`src/sv/pls_pkg.sv`:
```
// pls_pkg: constants, request and status codes, and the cell control type
// for the positional list store. No dependencies.
package pls_pkg;

    localparam int CAPACITY = 64;
    localparam int CNT_W    = $clog2(CAPACITY + 1);
    localparam int IDX_W    = $clog2(CAPACITY);
    localparam int POS_W    = 7;
    localparam int LEN_W    = 7;
    localparam int DATA_W   = 32;
    localparam int CMP_W    = (CNT_W > POS_W) ? CNT_W : POS_W;

    localparam logic [1:0] REQ_INSERT = 2'd0;
    localparam logic [1:0] REQ_MODIFY = 2'd1;
    localparam logic [1:0] REQ_REMOVE = 2'd2;
    localparam logic [1:0] REQ_READ   = 2'd3;

    localparam logic [1:0] ST_DONE  = 2'd0;
    localparam logic [1:0] ST_RANGE = 2'd1;
    localparam logic [1:0] ST_FULL  = 2'd2;

    typedef enum logic [1:0] {
        CELL_HOLD  = 2'd0,
        CELL_LOAD  = 2'd1,
        CELL_LEFT  = 2'd2,
        CELL_RIGHT = 2'd3
    } cell_op_t;

endpackage

```
`src/sv/positional_list_store.sv`:
```
// positional_list_store: ordered list of signed 32-bit values held in a row
// of shifting cells. Depends on pls_pkg and pls_cell.
//
//   channel   | handshake     | fields
//   ----------+---------------+-------------------------------------------
//   request   | start / busy  | req_type, append, position, item_value
//   result    | done (strobe) | status, read_value, list_length
//
// A request is taken while start is high; done is high for a single cycle
// in the cycle after it, with the result on the result ports. Cells at and
// past the position move together, so a new request is taken every cycle;
// busy stays low. Reset empties the list (length zero); cell contents are
// not cleared. The receiver cannot stall; results are never held back.
module positional_list_store
    import pls_pkg::*;
(
    input  logic                      clk,
    input  logic                      rst_n,
    input  logic                      start,
    output logic                      busy,
    input  logic [1:0]                req_type,
    input  logic                      append,
    input  logic [POS_W-1:0]          position,
    input  logic signed [DATA_W-1:0]  item_value,
    output logic                      done,
    output logic [1:0]                status,
    output logic signed [DATA_W-1:0]  read_value,
    output logic [LEN_W-1:0]          list_length
);

    logic [CNT_W-1:0]          count_reg, count_next;
    logic                      done_reg;
    logic [1:0]                status_reg, status_next;
    logic signed [DATA_W-1:0]  read_value_reg, read_value_next;

    logic [CMP_W-1:0]          count_ext;
    logic [CMP_W-1:0]          pos_ext;
    logic [CMP_W-1:0]          eff_pos;
    logic [IDX_W-1:0]          pos_idx;
    logic                      ins_ok, mod_ok, rem_ok, rd_ok;

    logic signed [DATA_W-1:0]  cell_data [CAPACITY];
    cell_op_t                  cell_op   [CAPACITY];

    assign busy      = 1'b0;
    assign count_ext = CMP_W'(count_reg);
    assign pos_ext   = CMP_W'(position);
    assign eff_pos   = (append) ? count_ext : pos_ext;
    assign pos_idx   = pos_ext[IDX_W-1:0];

    always_comb
    begin
        status_next     = ST_DONE;
        read_value_next = '0;
        count_next      = count_reg;
        ins_ok          = 1'b0;
        mod_ok          = 1'b0;
        rem_ok          = 1'b0;
        rd_ok           = 1'b0;
        case (req_type)
            REQ_INSERT:
            begin
                if (count_ext == CMP_W'(CAPACITY))
                    status_next = ST_FULL;
                else if (eff_pos > count_ext)
                    status_next = ST_RANGE;
                else
                begin
                    ins_ok     = 1'b1;
                    count_next = count_reg + CNT_W'(1);
                end
            end
            REQ_MODIFY:
            begin
                if (pos_ext >= count_ext)
                    status_next = ST_RANGE;
                else
                    mod_ok = 1'b1;
            end
            REQ_REMOVE:
            begin
                if (pos_ext >= count_ext)
                    status_next = ST_RANGE;
                else
                begin
                    rem_ok     = 1'b1;
                    count_next = count_reg - CNT_W'(1);
                end
            end
            REQ_READ:
            begin
                if (pos_ext >= count_ext)
                    status_next = ST_RANGE;
                else
                begin
                    rd_ok           = 1'b1;
                    read_value_next = cell_data[pos_idx];
                end
            end
            default:
            begin
                status_next = ST_RANGE;
            end
        endcase
    end

    genvar i;
    generate
        for (i = 0; i < CAPACITY; i++)
        begin : g_cell
            logic signed [DATA_W-1:0] left_d;
            logic signed [DATA_W-1:0] right_d;

            if (i == 0)
            begin : g_first
                assign left_d = '0;
            end
            else
            begin : g_mid_l
                assign left_d = cell_data[i-1];
            end

            if (i == CAPACITY - 1)
            begin : g_last
                assign right_d = '0;
            end
            else
            begin : g_mid_r
                assign right_d = cell_data[i+1];
            end

            always_comb
            begin
                cell_op[i] = CELL_HOLD;
                if (start && ins_ok)
                begin
                    if (CMP_W'(i) == eff_pos)
                        cell_op[i] = CELL_LOAD;
                    else if (CMP_W'(i) > eff_pos)
                        cell_op[i] = CELL_LEFT;
                end
                else if (start && mod_ok)
                begin
                    if (CMP_W'(i) == pos_ext)
                        cell_op[i] = CELL_LOAD;
                end
                else if (start && rem_ok)
                begin
                    if (CMP_W'(i) >= pos_ext)
                        cell_op[i] = CELL_RIGHT;
                end
            end

            pls_cell u_cell (
                .clk        (clk),
                .op         (cell_op[i]),
                .load_data  (item_value),
                .left_data  (left_d),
                .right_data (right_d),
                .data       (cell_data[i])
            );
        end
    endgenerate

    always_ff @(posedge clk or negedge rst_n)
    begin
        if (!rst_n)
        begin
            count_reg <= '0;
            done_reg  <= 1'b0;
        end
        else
        begin
            done_reg <= start;
            if (start)
                count_reg <= count_next;
        end
    end

    always_ff @(posedge clk)
    begin
        if (start)
        begin
            status_reg     <= status_next;
            read_value_reg <= (rd_ok) ? read_value_next : '0;
        end
    end

    assign done        = done_reg;
    assign status      = status_reg;
    assign read_value  = read_value_reg;
    assign list_length = count_ext[LEN_W-1:0];

endmodule

```
`src/sv/pls_cell.sv`:
```
// pls_cell: one list slot; holds, loads a new value, or takes the entry of
// its left or right neighbor. Depends on pls_pkg.
module pls_cell
    import pls_pkg::*;
(
    input  logic                      clk,
    input  cell_op_t                  op,
    input  logic signed [DATA_W-1:0]  load_data,
    input  logic signed [DATA_W-1:0]  left_data,
    input  logic signed [DATA_W-1:0]  right_data,
    output logic signed [DATA_W-1:0]  data
);

    logic signed [DATA_W-1:0] data_reg;
    logic signed [DATA_W-1:0] data_next;

    always_comb
    begin
        case (op)
            CELL_HOLD:  data_next = data_reg;
            CELL_LOAD:  data_next = load_data;
            CELL_LEFT:  data_next = left_data;
            CELL_RIGHT: data_next = right_data;
            default:    data_next = data_reg;
        endcase
    end

    always_ff @(posedge clk)
    begin
        data_reg <= data_next;
    end

    assign data = data_reg;

endmodule
```
`config.mk`:
```
export PLATFORM = sky130hd
export DESIGN_NAME = positional_list_store
export DESIGN_NICKNAME = d
export VERILOG_FILES = /design/src/sv/pls_pkg.sv /design/src/sv/positional_list_store.sv /design/src/sv/pls_cell.sv
export SDC_FILE = /design/constraint.sdc
export NUM_CORES = 2
export LEC_CHECK = 0
export BUFFER_PORTS_ARGS = -buffer_cell sky130_fd_sc_hd__buf_2
export CAP_MARGIN = 10
export CORE_UTILIZATION = 50
export DETAILED_ROUTE_END_ITERATION = 12
export HOLD_SLACK_MARGIN = 0.02
export MAX_ROUTING_LAYER = met4
export PLACE_DENSITY = 0.62
export SETUP_SLACK_MARGIN = 0.3
export SYNTH_ARGS = -nofsm -noshare
export SYNTH_HDL_FRONTEND = slang
export SYNTH_SLANG_ARGS = --single-unit
export TNS_END_PERCENT = 10
```
`constraint.sdc`:
```
create_clock -name clk -period 9.9 [get_ports clk]
set_input_delay 0.99 -clock clk [delete_from_list [all_inputs] [get_ports clk]]
set_output_delay 0.99 -clock clk [all_outputs]
set_load 0.01 [all_outputs]
```
==> impl_results.md <==
* Hold_buf cts at 1
* Starting density of the core at between 50% and 60%
* H-tree depth at 4
* Register area share after synthesis at about 52%
* Crit path cell chain: buf_2, mux2i_1, inv_1, ha_1, nand3_1, nor2_1, a211o_1, nand3_1, o31a_2, buf_4, nand2_1, buf_4
* Syn_area_per_cell at roughly 11 um2
* Placed cells at 13010
* Compound-Gate Fraction of Synth Area at 15.44%
* Die Wd at just under 500 um
* Peak VDD IR at 0.0001693 V
* I/O Buffers at 86
* Clock root cell: clkbuf_16
* GPL Wtd Cong at between 1 and 1.5
* Met3 GRT Util at around 8%
* Xor and xnor fraction of the mapped netlist area at less than 1%
* Worst-Margin Slew at 1242 ps
* Max-Cap Viols at 0
* WL per Instance at about 35 um
* Vias in the first global route at 90710
* Primary FF master, synth: edfxtp_1
* Delay-heaviest family, CP: simple AND/OR/NAND/NOR gates
* Via count at roughly 94000
* Clock Sinks at about 2100
* Status: completed
* CTS Buf Count at 230
* Largest net degree at the start of global routing at just over 100
* Drt pass-1 iters at 6
* Internal power at 17.12 mW
* Fin crit share at approximately two thirds
* RSZ-0062 raised after global routing: no
* Largest family of logic cells by synthesized area: multiplexers
* Startpoint types: input pin
* Post-synth cell types at 104
* Final TNS setup at 0 ps
* Cell Area, Synth at 0.1204 mm2
* Global-route usage over all layers at 39.36%
* Resize count post-CTS at 0
* P_leak at ~48 nW
* Register Area at between 0.06 and 0.07 mm2
* Global-route wire length before repair at between 600000 and 700000 um
* Max reg flops at between 2000 and 2500
* Synth Instances at about 11000
* Die H at between 400 and 500 um
* Area of the multi-input gates at between 0.05 and 0.06 mm2
* Final Hold Vio Count at 0
* Sw Ratio at 31.66%
* Cell Rows at 179
* Crit Path Category: in -> reg
* Post-Synth Adder-Cell Area at 0.2141%
* Io pins at 88
* CP Capture Type: flop
* Synth warnings at 0
* Setup Fix Bufs, Post-CTS at 0
* Most used routing layer: met2
* CP max FO at 65
* Most frequent cells in the layout: nand2_1, edfxtp_1, a22oi_1
* P&R area growth vs syn at 9.183%
* CP max stage cell: mux2i_1
* Buf+Inv Stages, Crit Path at 4
* Flop pwr share at a little under half
* P per Cell Area at around 190 mW/mm2
* Synth Net Count at approximately 11000
* Grt total ovfl at 0
* Post-Layout Cell Count at ~13000
* DRT antenna net count at 0
* Flops & latches, synth at around 2100
* Psw at ~7.9 mW
* Fill cells at 20180
* Initial drt markers at about 13000
* CTS tree: built
* Drc violations at 0
* GR Util met2 at roughly 60%
* Layout Skew at ~65 ps
* Clk_lat worst skew at between 900 and 1000 ps
* Setup ws final at about 3200 ps
* Drt total wl at 471100 um
* Layout Nets at 10150
* Share of layout cells above drive strength 1 at around 17%
* Simple-Gate Fraction of Synth Area at between 10% and 20%
* Detailed Place HPWL at 317300 um
* Antenna violations before repair at 22
* M1 GR Usage at between 40 and 50%
* Commonest non-fill, non-tap cell in the layout: nand2_1
* Final Max Tran Viols at 0
* CP arrival at a little over 7000 ps
* Die area at 0.2428 mm2
* Via density at 6.975
* WP data required at about 10000 ps
* Core area at between 0.2 and 0.25 mm2
* Logic gate share of total power at between 20% and 30%
* Post-synthesis mux area share at between 10% and 20%
* Worst Hold Class: in -> async
* Max stage delay on crit path at approximately 860 ps
* Post-synth EDFFs at about 2100
* Max frequency at 0.1494 GHz
* Crit path time final at roughly 6700 ps
* Clk pwr share at between 30% and 40%
* Fraction of registers with async set/reset at less than 1%
* Clk buf depth at 3
* Clk slew on worst S/H paths at 60 ps
* Final setup vio count at 0
* Worst rel slew slack at about 15%
* Pre-CTS setup slack at between 2000 and 2500 ps
==> power groups by stage <==
stage	Sequential [mW]	Clock [mW]	Combinational (mW)
final	11.4	8.34	5.26
after global routing	11.5	8.69	5.49
after CTS	11.4	8.38	5.12
after detailed placement	11.6	0	5.11
after global placement	11.6	0	5.00
after floorplan	11.3	0	3.18
==> final cells by class <==
cell class	count	share of cell area, %
diodes	12	0.02284
clock buffers	286	4.587
clock inverters	135	0.7967
inverters	54	0.1561
multi-input cells	7295	41.31
flip-flops and latches	2090	47.71
well taps	3167	3.014
repair buffers	413	2.401
==> worst paths after layout <==
check | from | to | slack (ps) | depth (start not counted)
min reg2reg | g_cell[63].u_cell.data[10] | g_cell[62].u_cell.data[10] | 560 | 2
max | append | g_cell[21].u_cell.data[7] | 3210 | 12
max reg2reg | list_length[4] | g_cell[21].u_cell.data[7] | 3300 | 12
min | rst_n | done | 480 | 2
min in group clk | req_type[0] | status[1] | 500 | 2
max in group asynchronous | rst_n | list_length[2] | 9200 | 2
==> cell usage after synthesis (53+ instances only) <==
| library cell | n | area, um2 |
|---|---|---|
| nand2_1 | 2427 | 9110 |
| edfxtp_1 | 2082 | 62520 |
| a22oi_1 | 847 | 6359 |
| clkbuf_1 | 738 | 2770 |
| nor2_1 | 682 | 2560 |
| mux4_2 | 640 | 14410 |
| mux2i_1 | 486 | 4865 |
| a21o_1 | 328 | 2462 |
| a22o_1 | 323 | 2829 |
| o21ai_0 | 299 | 1496 |
| a21oi_1 | 294 | 1471 |
| buf_2 | 217 | 1086 |
| a31oi_1 | 177 | 1107 |
| nand3_1 | 113 | 565.5 |
| o22ai_1 | 102 | 638.1 |
| mux2_2 | 97 | 1092 |
| buf_1 | 92 | 345.3 |
| a221o_1 | 64 | 640.6 |
| inv_1 | 53 | 198.9 |
==> kinds of logic after synthesis <==
logic type	after synthesis
AO/OA/AOI/OAI	2597
XOR/XNOR	5
adder cells (fa/ha/maj)	20
buffers and inverters	1126
flip-flops	2090
multiplexers	1226
other	1
AND/OR/NAND/NOR	3446
==> metal layers <==
layer  wire length (um)  vias to the layer above
met5                  0                        -
met4              37630                        0
met3              48000                     1260
met2             220200                     6214
met1             165300                    47090
li1                   -                    39270
==> through the flow <==
step / instance area (um2) / utilization (%) / hold slack [ps] / total power, mW
after floorplan: 120400 / - / 527.6 / 14.49
after global placement: 124200 / 52.06 / 536.0 / 16.59
after detailed placement: 124200 / 52.07 / 551.6 / 16.71
after CTS: 131300 / 55.04 / 425.3 / 24.93
after global routing: 131400 / 55.11 / 486.3 / 25.67
final: 131500 / 55.11 / 477.8 / 25.05
Note: power is estimated with default switching activity, not from simulation.
